<file path="src/cal_pkg.sv">
`timescale 1ns / 1ps
// Shared types, widths and calendar helpers for the date counter.
// Used by every module of the block; depends on nothing.
package cal_pkg;

  localparam int DAY_W  = 5;
  localparam int MON_W  = 4;
  localparam int YEAR_W = 14;
  localparam int MAX_YEAR_DEF = 9999;

  localparam logic [MON_W-1:0] MONTHS = MON_W'(12);

  // 25 * INV25 == 1 modulo 2**YEAR_W; a multiple of 25 maps onto 0..DIV25_LIM
  localparam logic [YEAR_W-1:0] INV25     = YEAR_W'(7209);
  localparam logic [YEAR_W-1:0] DIV25_LIM = YEAR_W'(((1 << YEAR_W) - 1) / 25);

  localparam logic [DAY_W-1:0] DAYS_COMMON [12] = '{
    5'd31, 5'd28, 5'd31, 5'd30, 5'd31, 5'd30,
    5'd31, 5'd31, 5'd30, 5'd31, 5'd30, 5'd31
  };
  localparam logic [DAY_W-1:0] DAYS_LEAP [12] = '{
    5'd31, 5'd29, 5'd31, 5'd30, 5'd31, 5'd30,
    5'd31, 5'd31, 5'd30, 5'd31, 5'd30, 5'd31
  };

  typedef enum logic [1:0] {
    OP_ADVANCE = 2'd0,
    OP_BACK    = 2'd1,
    OP_LOAD    = 2'd2
  } cal_op_t;

  typedef enum logic [1:0] {
    ST_OK       = 2'd0,
    ST_BAD_LOAD = 2'd1,
    ST_LIMIT    = 2'd2
  } cal_status_t;

  typedef struct packed {
    logic              valid;
    logic [1:0]        opcode;
    logic [DAY_W-1:0]  load_day;
    logic [MON_W-1:0]  load_month;
    logic [YEAR_W-1:0] load_year;
  } cal_item_t;

  function automatic logic is_leap(input logic [YEAR_W-1:0] y);
    logic [2*YEAR_W-1:0] prod;
    logic div4;
    logic div16;
    logic div25;
    prod  = y * INV25;
    div4  = (y[1:0] == 2'd0);
    div16 = (y[3:0] == 4'd0);
    div25 = (prod[YEAR_W-1:0] <= DIV25_LIM);
    return div4 && (!div25 || div16);
  endfunction

  function automatic logic [DAY_W-1:0] month_len(input logic [MON_W-1:0] m,
                                                 input logic leap);
    logic [MON_W-1:0] idx;
    idx = (m >= MON_W'(1) && m <= MONTHS) ? (m - MON_W'(1)) : '0;
    return leap ? DAYS_LEAP[idx] : DAYS_COMMON[idx];
  endfunction

endpackage

</file>
<file path="src/calendar_date_counter_top.sv">
`timescale 1ns / 1ps
// Gregorian date counter: one transaction per cycle while out_stall is low. An accepted
// operation is held in the input register, and its date update is one pass from there to the
// result register, which holds the result valid; the two registers load on the same edge.
// Synchronous active-low reset gives 1 January of year 1 and empty registers.
// Depends on cal_pkg, cal_in_stage and cal_date_core.
module calendar_date_counter_top #(
  parameter int MAX_YEAR = cal_pkg::MAX_YEAR_DEF
) (
  input  logic                       clk,
  input  logic                       rst_n,
  input  logic                       in_valid,
  output logic                       in_stall,
  input  logic [1:0]                 in_opcode,
  input  logic [cal_pkg::DAY_W-1:0]  in_load_day,
  input  logic [cal_pkg::MON_W-1:0]  in_load_month,
  input  logic [cal_pkg::YEAR_W-1:0] in_load_year,
  output logic                       out_valid,
  input  logic                       out_stall,
  output logic [cal_pkg::DAY_W-1:0]  out_day_out,
  output logic [cal_pkg::MON_W-1:0]  out_month_out,
  output logic [cal_pkg::YEAR_W-1:0] out_year_out,
  output logic [1:0]                 out_status
);
  import cal_pkg::*;

  cal_item_t item;
  logic      advance;

  cal_in_stage u_in (
    .clk           (clk),
    .rst_n         (rst_n),
    .in_valid      (in_valid),
    .in_stall      (in_stall),
    .in_opcode     (in_opcode),
    .in_load_day   (in_load_day),
    .in_load_month (in_load_month),
    .in_load_year  (in_load_year),
    .advance       (advance),
    .item          (item)
  );

  cal_date_core #(
    .MAX_YEAR (MAX_YEAR)
  ) u_core (
    .clk           (clk),
    .rst_n         (rst_n),
    .item          (item),
    .advance       (advance),
    .out_valid     (out_valid),
    .out_stall     (out_stall),
    .out_day_out   (out_day_out),
    .out_month_out (out_month_out),
    .out_year_out  (out_year_out),
    .out_status    (out_status)
  );

endmodule

</file>
<file path="src/cal_in_stage.sv">
`timescale 1ns / 1ps
// Input register of the date counter: captures one operation transaction.
// Depends on cal_pkg.
module cal_in_stage (
  input  logic                      clk,
  input  logic                      rst_n,
  input  logic                      in_valid,
  output logic                      in_stall,
  input  logic [1:0]                in_opcode,
  input  logic [cal_pkg::DAY_W-1:0]  in_load_day,
  input  logic [cal_pkg::MON_W-1:0]  in_load_month,
  input  logic [cal_pkg::YEAR_W-1:0] in_load_year,
  input  logic                      advance,
  output cal_pkg::cal_item_t        item
);
  import cal_pkg::*;

  cal_item_t item_r;
  cal_item_t item_nxt;

  assign in_stall = item_r.valid && !advance;
  assign item     = item_r;

  always_comb begin
    item_nxt = item_r;
    if (!in_stall) begin
      item_nxt.valid      = in_valid;
      item_nxt.opcode     = in_opcode;
      item_nxt.load_day   = in_load_day;
      item_nxt.load_month = in_load_month;
      item_nxt.load_year  = in_load_year;
    end
  end

  always_ff @(posedge clk) begin
    if (!rst_n) begin
      item_r.valid <= 1'b0;
    end else begin
      item_r.valid <= item_nxt.valid;
    end
    item_r.opcode     <= item_nxt.opcode;
    item_r.load_day   <= item_nxt.load_day;
    item_r.load_month <= item_nxt.load_month;
    item_r.load_year  <= item_nxt.load_year;
  end

endmodule

</file>
<file path="src/cal_date_core.sv">
`timescale 1ns / 1ps
// Date registers, day step and load check, and the result register.
// Depends on cal_pkg.
module cal_date_core #(
  parameter int MAX_YEAR = cal_pkg::MAX_YEAR_DEF
) (
  input  logic                       clk,
  input  logic                       rst_n,
  input  cal_pkg::cal_item_t         item,
  output logic                       advance,
  output logic                       out_valid,
  input  logic                       out_stall,
  output logic [cal_pkg::DAY_W-1:0]  out_day_out,
  output logic [cal_pkg::MON_W-1:0]  out_month_out,
  output logic [cal_pkg::YEAR_W-1:0] out_year_out,
  output logic [1:0]                 out_status
);
  import cal_pkg::*;

  localparam logic [YEAR_W-1:0] YEAR_MAX = YEAR_W'(MAX_YEAR);

  logic [DAY_W-1:0]  day_r,  day_nxt;
  logic [MON_W-1:0]  mon_r,  mon_nxt;
  logic [YEAR_W-1:0] year_r, year_nxt;
  cal_status_t       st_nxt;

  logic              ov_r;
  logic [DAY_W-1:0]  od_r;
  logic [MON_W-1:0]  om_r;
  logic [YEAR_W-1:0] oy_r;
  logic [1:0]        os_r;

  logic              cur_leap;
  logic              ld_leap;
  logic [DAY_W-1:0]  cur_len;
  logic [DAY_W-1:0]  prev_len;
  logic [DAY_W-1:0]  ld_len;
  logic              ld_bad;
  logic              take;

  assign advance = !ov_r || !out_stall;
  assign take    = item.valid && advance;

  assign cur_leap = is_leap(year_r);
  assign ld_leap  = is_leap(item.load_year);
  assign cur_len  = month_len(mon_r, cur_leap);
  assign prev_len = month_len(mon_r - MON_W'(1), cur_leap);
  assign ld_len   = month_len(item.load_month, ld_leap);
  assign ld_bad   = (item.load_year == '0) || (item.load_year > YEAR_MAX) ||
                    (item.load_month == '0) || (item.load_month > MONTHS) ||
                    (item.load_day == '0) || (item.load_day > ld_len);

  always_comb begin
    day_nxt  = day_r;
    mon_nxt  = mon_r;
    year_nxt = year_r;
    st_nxt   = ST_OK;
    case (cal_op_t'(item.opcode))
      OP_ADVANCE: begin
        if (day_r < cur_len) begin
          day_nxt = day_r + DAY_W'(1);
        end else if (mon_r < MONTHS) begin
          day_nxt = DAY_W'(1);
          mon_nxt = mon_r + MON_W'(1);
        end else if (year_r >= YEAR_MAX) begin
          st_nxt = ST_LIMIT;
        end else begin
          day_nxt  = DAY_W'(1);
          mon_nxt  = MON_W'(1);
          year_nxt = year_r + YEAR_W'(1);
        end
      end
      OP_BACK: begin
        if (day_r > DAY_W'(1)) begin
          day_nxt = day_r - DAY_W'(1);
        end else if (mon_r > MON_W'(1)) begin
          mon_nxt = mon_r - MON_W'(1);
          day_nxt = prev_len;
        end else if (year_r <= YEAR_W'(1)) begin
          st_nxt = ST_LIMIT;
        end else begin
          year_nxt = year_r - YEAR_W'(1);
          mon_nxt  = MONTHS;
          day_nxt  = month_len(MONTHS, 1'b0);
        end
      end
      OP_LOAD: begin
        if (ld_bad) begin
          st_nxt = ST_BAD_LOAD;
        end else begin
          day_nxt  = item.load_day;
          mon_nxt  = item.load_month;
          year_nxt = item.load_year;
        end
      end
      default: begin
        st_nxt = ST_OK;
      end
    endcase
  end

  always_ff @(posedge clk) begin
    if (!rst_n) begin
      day_r  <= DAY_W'(1);
      mon_r  <= MON_W'(1);
      year_r <= YEAR_W'(1);
      ov_r   <= 1'b0;
    end else begin
      if (take) begin
        day_r  <= day_nxt;
        mon_r  <= mon_nxt;
        year_r <= year_nxt;
      end
      if (advance) begin
        ov_r <= item.valid;
      end
    end
    if (take) begin
      od_r <= day_nxt;
      om_r <= mon_nxt;
      oy_r <= year_nxt;
      os_r <= st_nxt;
    end
  end

  assign out_valid     = ov_r;
  assign out_day_out   = od_r;
  assign out_month_out = om_r;
  assign out_year_out  = oy_r;
  assign out_status    = os_r;

endmodule

</file>
<file path="config.mk">
export PLATFORM = sky130hd
export DESIGN_NAME = calendar_date_counter_top
export DESIGN_NICKNAME = d
export VERILOG_FILES = /design/src/cal_pkg.sv /design/src/calendar_date_counter_top.sv /design/src/cal_in_stage.sv /design/src/cal_date_core.sv
export SDC_FILE = /design/constraint.sdc
export NUM_CORES = 1
export LEC_CHECK = 0
export ABC_AREA = 1
export BUFFER_PORTS_ARGS = -buffer_cell sky130_fd_sc_hd__buf_2
export CORE_UTILIZATION = 47
export CTS_CLUSTER_SIZE = 8
export DETAILED_ROUTE_END_ITERATION = 7
export GPL_ROUTABILITY_DRIVEN = 0
export PLACE_DENSITY = 0.68
export RECOVER_POWER = 25
export SLEW_MARGIN = 10
export SYNTH_ARGS = -nofsm -noshare
export SYNTH_HDL_FRONTEND = slang
export SYNTH_SLANG_ARGS = --single-unit
</file>
<file path="constraint.sdc">
create_clock -name clk -period 6.7 [get_ports clk]
set_clock_uncertainty 0.05 [all_clocks]
set_input_delay 0.335 -clock clk [delete_from_list [all_inputs] [get_ports clk]]
set_output_delay 0.335 -clock clk [all_outputs]
set_load 0.03 [all_outputs]
</file>
# Word-level counts from Yosys, hierarchy flattened

Memory sizes are Yosys's and may differ from the RTL's.
Cells that the tools add are included.

Register bits: 75
Bits in read-only memories: 480
Input bits: 29
Output and inout port bits: 27
Word-level logic and storage cells: 132
Memories kept: 6

Memory list:

| name            | words | bits a word | read ports | clocked after memory_dff | wr ports | RTL line      | source |
|---|---|---|---|---|---|---|---|
| (no name shown) | 16    | 5           | 1          | 0                        | 0        | cal_pkg.sv:62 | `return leap ? DAYS_LEAP[idx] : DAYS_COMMON[idx];` |
| (no name shown) | 16    | 5           | 1          | 0                        | 0        | cal_pkg.sv:62 |  |
| (no name shown) | 16    | 5           | 1          | 0                        | 0        | cal_pkg.sv:62 |  |
| (no name shown) | 16    | 5           | 1          | 0                        | 0        | cal_pkg.sv:62 |  |
| (no name shown) | 16    | 5           | 1          | 0                        | 0        | cal_pkg.sv:62 |  |
| (no name shown) | 16    | 5           | 1          | 0                        | 0        | cal_pkg.sv:62 |  |

Add/subtract/negate cells: 8
Multipliers: 2
Order comparisons: 20
Eq/ne operators: 2
Multiplexer cells: 50
Bitwise gates (word level): 3
Reduce and logical (&&, ||, !) cells: 28

Operators with widths:

| cell                                                                                | count |
|---|---|
| 5-bit two-way mux                                                                   | 22 |
| 14-bit two-way mux                                                                  | 7 |
| 14-bit one-hot mux with 3 select lines                                              | 1 |
| 4-bit two-way mux                                                                   | 10 |
| 14-bit by 10-bit less-or-equal comparator with 1-bit output, second input constant  | 2 |
| 14-bit by 13-bit multiplier with 14-bit output, second input constant               | 2 |
| 5-bit greater-or-equal comparator, second input constant                            | 3 |
| 4-bit inverter with 5-bit output                                                    | 3 |
| 5-bit one-hot mux with 3 select lines                                               | 1 |
| 14-bit by 1-bit adder with 14-bit output, second input constant                     | 1 |
| 14-bit greater-or-equal comparator, second input constant                           | 1 |
| 14-bit greater-than comparator, second input constant                               | 1 |
| 14-bit by 1-bit less-or-equal comparator with 1-bit output, second input constant   | 1 |
| 14-bit zero test                                                                    | 1 |
| 14-bit by 1-bit subtractor with 14-bit output, second input constant                | 1 |
| 4-bit by 1-bit greater-or-equal comparator with 1-bit output, second input constant | 3 |
| 4-bit less-or-equal comparator, second input constant                               | 3 |
| 4-bit zero test                                                                     | 3 |
| 2-bit two-way mux                                                                   | 6 |
| 4-bit one-hot mux with 3 select lines                                               | 1 |
| 4-bit by 1-bit subtractor with 4-bit output, second input constant                  | 3 |
| 1-bit logical OR                                                                    | 8 |
| 1-bit logical AND                                                                   | 7 |
| 2-bit zero test                                                                     | 3 |
| other kinds (15)                                                                    | 19 |

# Logic depth before layout (Yosys ltp)

Gate-level depths: netlist of run 1.

Depth in word-level cells: 12
Mapped depth: 35
Mapped depth without buffers: 34

# By module

From an unflattened synthesis of run 1, not the netlist that was laid out.

Cells, all modules: 1098
Area, all modules: 7907.6 um^2

By module, submodules not included:

| module        | times used | cells each | area an instance (um^2) |
|---|---|---|---|
| cal_date_core | 1          | 1066       | 7106.8 |
| cal_in_stage  | 1          | 32         | 800.8 |

# Worst setup path before layout of run 1

Ideal clock, no wire load.

Kind: register to register
From: reg u_in.item_r (netlist bit u_in.item[8])
To: reg u_core.od_r[1] (netlist: u_core.out_day_out[1]), data pin
Setup time: 0.254 ns
Arrival: 4.708 ns
Slack: 1.688 ns
Stages on the path, launching flop included: 34
Cell sequence: edfxtp_1 -> ha_1 -> ha_1 -> ha_1 -> inv_1 -> fa_1 -> inv_1 -> ha_1 -> nand2_1 -> nor2_1 -> a211oi_1 -> nor2_1 -> o21ai_0 -> nand2_1 -> a21o_1 -> a21oi_1 -> xor2_1 -> nand2_1 -> nand4_1 -> a21oi_1 -> ha_1 -> a21oi_1 -> o21ai_0 -> nand2_1 -> inv_1 -> nand2_1 -> buf_2 -> nand2_1 -> o21ai_0 -> nor2_1 -> nor3_1 -> o21ai_1 -> nand2_1 -> nand2_1

Word-level cells in the longest chain between the ends: 10

RTL lines:

| element                                                     | RTL line             | source |
|---|---|---|
| start: declaration                                          | cal_in_stage.sv:18   | `cal_item_t item_r;` |
| 14-bit by 13-bit multiplier with 14-bit output              | cal_pkg.sv:51        | `prod = y * INV25;` |
| 14-bit by 10-bit less-or-equal comparator with 1-bit output | cal_pkg.sv:54        | `div25 = (prod[YEAR_W-1:0] <= DIV25_LIM);` |
| 1-bit zero test                                             | cal_pkg.sv:55        | `return div4 && (!div25 \|\| div16);` |
| 1-bit logical OR                                            | cal_pkg.sv:55        |  |
| 1-bit logical AND                                           | cal_pkg.sv:55        |  |
| 5-bit two-way mux                                           | cal_pkg.sv:62        |  |
| 5-bit greater-than comparator                               | cal_date_core.sv:51  | `(item.load_day == '0) \|\| (item.load_day > ld_len);` |
| 1-bit logical OR (*)                                        | cal_date_core.sv:51  |  |
| 5-bit two-way mux (*)                                       | cal_date_core.sv:88  | `if (ld_bad) begin` |
| 5-bit one-hot mux with 3 select lines (*)                   | cal_date_core.sv:58  | `case (cal_op_t'(item.opcode))` |
| via u_core.day_nxt[1]                                       | cal_date_core.sv:22  | `logic [DAY_W-1:0] day_r, day_nxt;` |
| end signal: assignment                                      | cal_date_core.sv:119 | `od_r <= day_nxt;` |
| end: declaration                                            | cal_date_core.sv:28  | `logic [DAY_W-1:0] od_r;` |

The timed path passes the listed nets; every way through them passes the cells marked *.
A chain may end at the register's enable or synchronous reset.

# Worst setup path in the final report of run 1

From: reg u_in.item_r (netlist bit u_in.item[7])
To: reg u_core.om_r[2] (netlist: u_core.out_month_out[2]), data pin

Word-level cells in the longest chain between the ends: 10

RTL lines:

| element                                                     | RTL line             | source |
|---|---|---|
| 14-bit by 13-bit multiplier with 14-bit output              | cal_pkg.sv:51        |  |
| 14-bit by 10-bit less-or-equal comparator with 1-bit output | cal_pkg.sv:54        |  |
| 1-bit zero test                                             | cal_pkg.sv:55        |  |
| 1-bit logical OR                                            | cal_pkg.sv:55        |  |
| 1-bit logical AND                                           | cal_pkg.sv:55        |  |
| 5-bit two-way mux                                           | cal_pkg.sv:62        |  |
| 5-bit greater-than comparator                               | cal_date_core.sv:51  |  |
| 1-bit logical OR (*)                                        | cal_date_core.sv:51  |  |
| 4-bit two-way mux (*)                                       | cal_date_core.sv:88  |  |
| 4-bit one-hot mux with 3 select lines (*)                   | cal_date_core.sv:58  |  |
| via u_core.mon_nxt[2]                                       | cal_date_core.sv:23  | `logic [MON_W-1:0] mon_r, mon_nxt;` |
| end signal: assignment                                      | cal_date_core.sv:120 | `om_r <= mon_nxt;` |
| end: declaration                                            | cal_date_core.sv:29  | `logic [MON_W-1:0] om_r;` |

Marked as above.

==> flow_summary.yaml, run 1 <==
floorplanning:
  pin_count: 56
  die-area_um2: 17500
  initial_core_util: 0.482
  rows: 47
  die_w_um: 132
  core-area_um2: 16600
  fp.dieH_um: 132
synthesis:
  synth-seq-cells: 75
  yosys-top-cells-count: "nand2_1, inv_1, nand3_1"
  yosys.cell_count.top_type: "nand2_1"
  yosysTopAreaCellShare: 0.188
  syn_nets: 1257
  synthCells: 1108
  synth_area_leaders: "edfxtp_1, ha_1, nand2_1, inv_1, nand3_1"
  ys_async_sr_fraction: 0
  synth_edf_count: 50
  ys_seq_area_frac: 0.250
  yosys_warnings: 0
  synth_cell_type_count: 49
  netlist_area_um2: 7990
  synth_top_area_cell: "edfxtp_1"
  syn_avg_cell_area_um2: 7.21
  synth-main-ff-cell: "edfxtp_1"
power:
  p_leak_nw: 4.26
  power_w: 0.00185
  power_density_nw_per_um2: 214
  peakVddDrop_mv: 0.143
sta:
  fin_ws_ns: 0.545
  hold_viol_final: 0
  min_period_ns: 6.15
  timing.setup.tns_ns: 0
  relSlewSlack: 0.312
  fmax_mhz: 162
  period_share: 0.919
  setup_viol: 0
  maxSlewViolCount: 0
  tightest_slew_ns: 1.03
  rsz0062_at_grt: "false"
finish:
  fillCellCount: 1670
  regArea_um2: 2000
  n_antenna_cell: 0
  syn_to_final_growth_pct: 8.67
  nets: 1289
  multiInputGateArea_um2: 5070
  drive_gt1_frac: 0.0812
worst_setup_path:
  arrival_ns: 6.18
  crit_fanout: 29
  worstSetupPathType: "reg2reg"
  worst-r2r-setup-slack_ns: 0.55
  slowest_delay_ns: 0.60
  worstPathRequired_ns: 6.73
  cp-start-kind: "flop"
  end_kind: "flop"
  cp_slowest_cell: "nand2_1"
clocking:
  cts_tree: "yes"
  cts.sinks: 75
  clock_latency_ns: 0.35
  clockRootBuffer: "clkbuf_16"
  cts_setup_buffers: 0
  cts.clk_slew.worst_paths_ns: 0.06
  cts_buffers: 9
  htreeDepth: 3
  cts_hold_buf: 0
  ctsResizeCount: 0
  cts_buffer_depth: 2
global_route:
  grt-ovfl-total: 0
  globalRouteTotalUtil: 0.236
  grt_max_degree: 51
  antenna_found_initial: 0
  grt_pass1_wl_mm: 33.1
  grt_pass1_vias: 6867
placement:
  dp_slack_ns: 0.593
  io_buffers: 55
  dp_hpwl_mm: 14.8
run:
  drv_cap: 0
run_status:
  status: "complete, no violations"
routing:
  vias: 7345
  drc: 0
  routed_wl_mm: 20.1
  wire_per_inst_um: 14.7
  drtAntennaViolNets: 0
  first_pass_iters: 8
  via_per_inst: 5.38
  drtIter0Drc: 459
worst_hold_path:
  hold_class: "in2reg"
==> path summary, 6_finish.rpt <==
check                           cells after the start                           endpoint                           from
worst max-delay path                               29  u_core.out_month_out[2]$_DFFE_PP_         u_in.item[7]$_DFFE_PN_
worst min-delay path                                1            u_in.item[23]$_DFFE_PN_                   in_opcode[0]
worst max register to register                     29  u_core.out_month_out[2]$_DFFE_PP_         u_in.item[7]$_DFFE_PN_
worst min register to register                      2      u_core.out_valid$_SDFFE_PN0N_  u_core.out_valid$_SDFFE_PN0N_
==> kinds of logic (layout without fill, tap and decap cells) <==
kind of cell               count (synthesis)  count (layout)  share of synthesized area
AOI/OAI and AO/OA                        175             175                      0.117
and+or+nand+nor                          460             460                      0.258
adders and majority gates                120             120                      0.209
buffers and inverters                    234             271                      0.116
DFF                                       75              75                      0.250
xor gates and xnor gates                  44              44                     0.0501
==> metrics by stage <==
stage	hold slack [ns]	utilization	cells	instance area [um2]
after floorplan	0.384	-	1108	7990
after global placement	0.458	0.506	1349	8400
after CTS	0.0979	0.525	1365	8700
final	0.106	0.524	1365	8690
after global routing	0.0933	0.524	1365	8690
after detailed placement	0.463	0.506	1349	8400
==> report_power, final <==
part           switching, W  total (W)  leakage [nW]  internal (W)
Combinational      0.000479   0.000775          3.41      0.000295
Sequential        0.0000496   0.000581         0.710      0.000531
Clock              0.000206   0.000499         0.141      0.000293
==> cell type report <==
class	instances	area share
multi-input cells	799	0.584
flip-flops and latches	75	0.230
inverters	194	0.0838
repair buffers	61	0.0351
well taps	220	0.0317
clock buffers	10	0.0264
clock inverters	6	0.00850
==> per-layer routing <==
layer	share of wire	track usage	vias to the layer above
li1	-	-	3709
met1	0.45	0.304	3372
met2	0.46	0.393	234
met3	0.067	0.0450	30
met4	0.021	0.0868	0
met5	0	0	-
==> flip-flops by register name, summed over array words and instances, names as in the netlist <==
signal / cells
u_in.item: 26
u_core.year_r: 14
u_core.out_status: 2
u_core.mon_r: 4
u_core.out_valid: 1
u_core.out_month_out: 4
u_core.day_r: 5
u_core.out_day_out: 5
u_core.out_year_out: 14
==> critical path: cells and delay by family (launching register included) <==
family	cells	cell delay (ns)
AO/OA/AOI/OAI	9	1.40
XOR/XNOR	1	0.15
adder cells (fa/ha/maj)	6	2.03
buffers and inverters	4	0.46
flip-flops	1	0.51
AND/OR/NAND/NOR	9	1.26
==> cells in the final DEF, fill, tap and decap left out, drive strengths merged, types with 26 or more instances in the layout <==
cell type	count
edfxtp	50
nor2	73
o21ai	91
ha	98
nand2	218
a21oi	64
nand4	26
xor2	26
nand3	106
buf	49
inv	196
No activity file was read; power rests on OpenSTA's default activity.
==> run 2: changes to the inputs <==
--- a/config.mk
+++ b/config.mk
@@ -7,7 +7,9 @@
 export LEC_CHECK = 0
 export ABC_AREA = 1
 export BUFFER_PORTS_ARGS = -buffer_cell sky130_fd_sc_hd__buf_2
+export CAP_MARGIN = 20
 export CORE_UTILIZATION = 47
+export CTS_BUF_LIST = sky130_fd_sc_hd__clkbuf_4
 export CTS_CLUSTER_SIZE = 8
 export DETAILED_ROUTE_END_ITERATION = 7
 export GPL_ROUTABILITY_DRIVEN = 0
==> flow_summary.yaml, run 2 (same netlist as run 1, synthesis figures left out) <==
global_route:
  grt-ovfl-total: 0
  grt_pass1_vias: 7023
  antenna_found_initial: 0
  globalRouteTotalUtil: 0.240
  grt_max_degree: 51
  grt_pass1_wl_mm: 33.7
worst_setup_path:
  cp-start-kind: "flop"
  crit_fanout: 29
  cp_num_cells: 29
  cpLargestDelayFamily: "adder cells"
  worstSetupPathType: "reg2reg"
  cp_slowest_cell: "nand2_1"
  end_kind: "flop"
  cp_num_buf_inv: 4
  slowest_delay_ns: 0.60
  worstPathRequired_ns: 6.86
  arrival_ns: 6.26
  worst_r2r_path_depth: 29
sta:
  timing.hold.ws_ns: 0.0422
  rsz0062_at_grt: "false"
  period_share: 0.910
  relSlewSlack: 0.302
  tightest_slew_ns: 1.04
  timing.setup.tns_ns: 0
  hold_viol_final: 0
  fmax_mhz: 164
  min_period_ns: 6.09
  setup_viol: 0
  maxSlewViolCount: 0
floorplanning:
  pin_count: 56
  rows: 47
  initial_core_util: 0.482
  die_w_um: 132
  die-area_um2: 17500
  core-area_um2: 16600
  fp.dieH_um: 132
power:
  peakVddDrop_mv: 0.118
  power_density_nw_per_um2: 191
  p_leak_nw: 4.30
placement:
  io_buffers: 55
  dpl_cell_area_um2: 8400
  dp_hpwl_mm: 14.8
finish:
  nets: 1315
  largest_register_ffs: 26
  syn_to_final_growth_pct: 10.0
  finish.utilization: 0.530
  final_common_cell: "nand2_1"
  layout_common_cells: "nand2_1, inv_1, nand3_1, ha_1, o21ai_0"
  drive_gt1_frac: 0.0803
  finalInstanceArea_um2: 8790
  n_antenna_cell: 0
clocking:
  ctsResizeCount: 0
  clock_latency_ns: 0.47
  htreeDepth: 3
  cts_buffer_depth: 2
  cts_buffers: 9
  cts_tree: "yes"
  cts.sinks: 75
  clockRootBuffer: "clkbuf_4"
  cts.clk_slew.worst_paths_ns: 0.15
routing:
  drtAntennaViolNets: 0
  vias: 7454
  routed_wl_mm: 20.5
  via_per_inst: 5.36
  wire_per_inst_um: 14.7
  drc: 0
  first_pass_iters: 7
  drtIter0Drc: 482
run_status:
  status: "complete, no violations"
worst_hold_path:
  hold_class: "in2reg"
  hold_depth: 2
run:
  drv_cap: 0
## run 2: changes by cell type in the layout (fill, tap and decap cells not counted), sizes merged
cell | before | now
dlygate4sd3 | 0 | 26
## run 2: cell type report
type	instances	area, um2
fill	1656	7790
multi-input combinational	799	5070
sequential	75	2000
inverter	194	728
timing repair buffer	87	566
tap	220	275
clock buffer	10	75.1
clock inverter	6	73.8
## run 2: timing repair
action,4_1_cts,5_1_grt
hold buffers,26,0
endpoints found under the hold margin,26,0
setup buffers,0,0
## run 2: path summary, 6_finish.rpt
| path | startpoint | endpoint | slack [ns] |
|---|---|---|---|
| worst max-delay path | u_in.item[7]$_DFFE_PN_ | u_core.out_month_out[2]$_DFFE_PP_ | 0.61 |
| worst min-delay path | rst_n | u_in.item[25]$_SDFFE_PN0N_ | 0.04 |
| worst max register to register | u_in.item[7]$_DFFE_PN_ | u_core.out_month_out[2]$_DFFE_PP_ | 0.61 |
| worst min register to register | u_core.out_valid$_SDFFE_PN0N_ | u_core.out_valid$_SDFFE_PN0N_ | 0.49 |
## run 2: layer usage
metal  wire length, um  GRT usage  vias up
met5                 0          0        -
met4               474     0.0875        0
met3              1290     0.0354       35
met2              9520      0.408      237
met1              9190      0.308     3419
li1                  -          -     3763
## run 2: power by group
part	internal [W]	switching, W	total [W]
clock network	0.000122	0.000187	0.000310
logic	0.000305	0.000480	0.000785
registers	0.000531	0.0000495	0.000580
total	0.000958	0.000717	0.00168
## run 2: metrics by stage
step	cells	setup slack [ns]	total power [W]
after floorplan	1108	1.69	0.00119
after global placement	1349	0.648	0.00134
after detailed placement	1349	0.593	0.00136
after CTS	1391	0.598	0.00168
after global routing	1391	0.110	0.00182
final	1391	0.606	0.00168
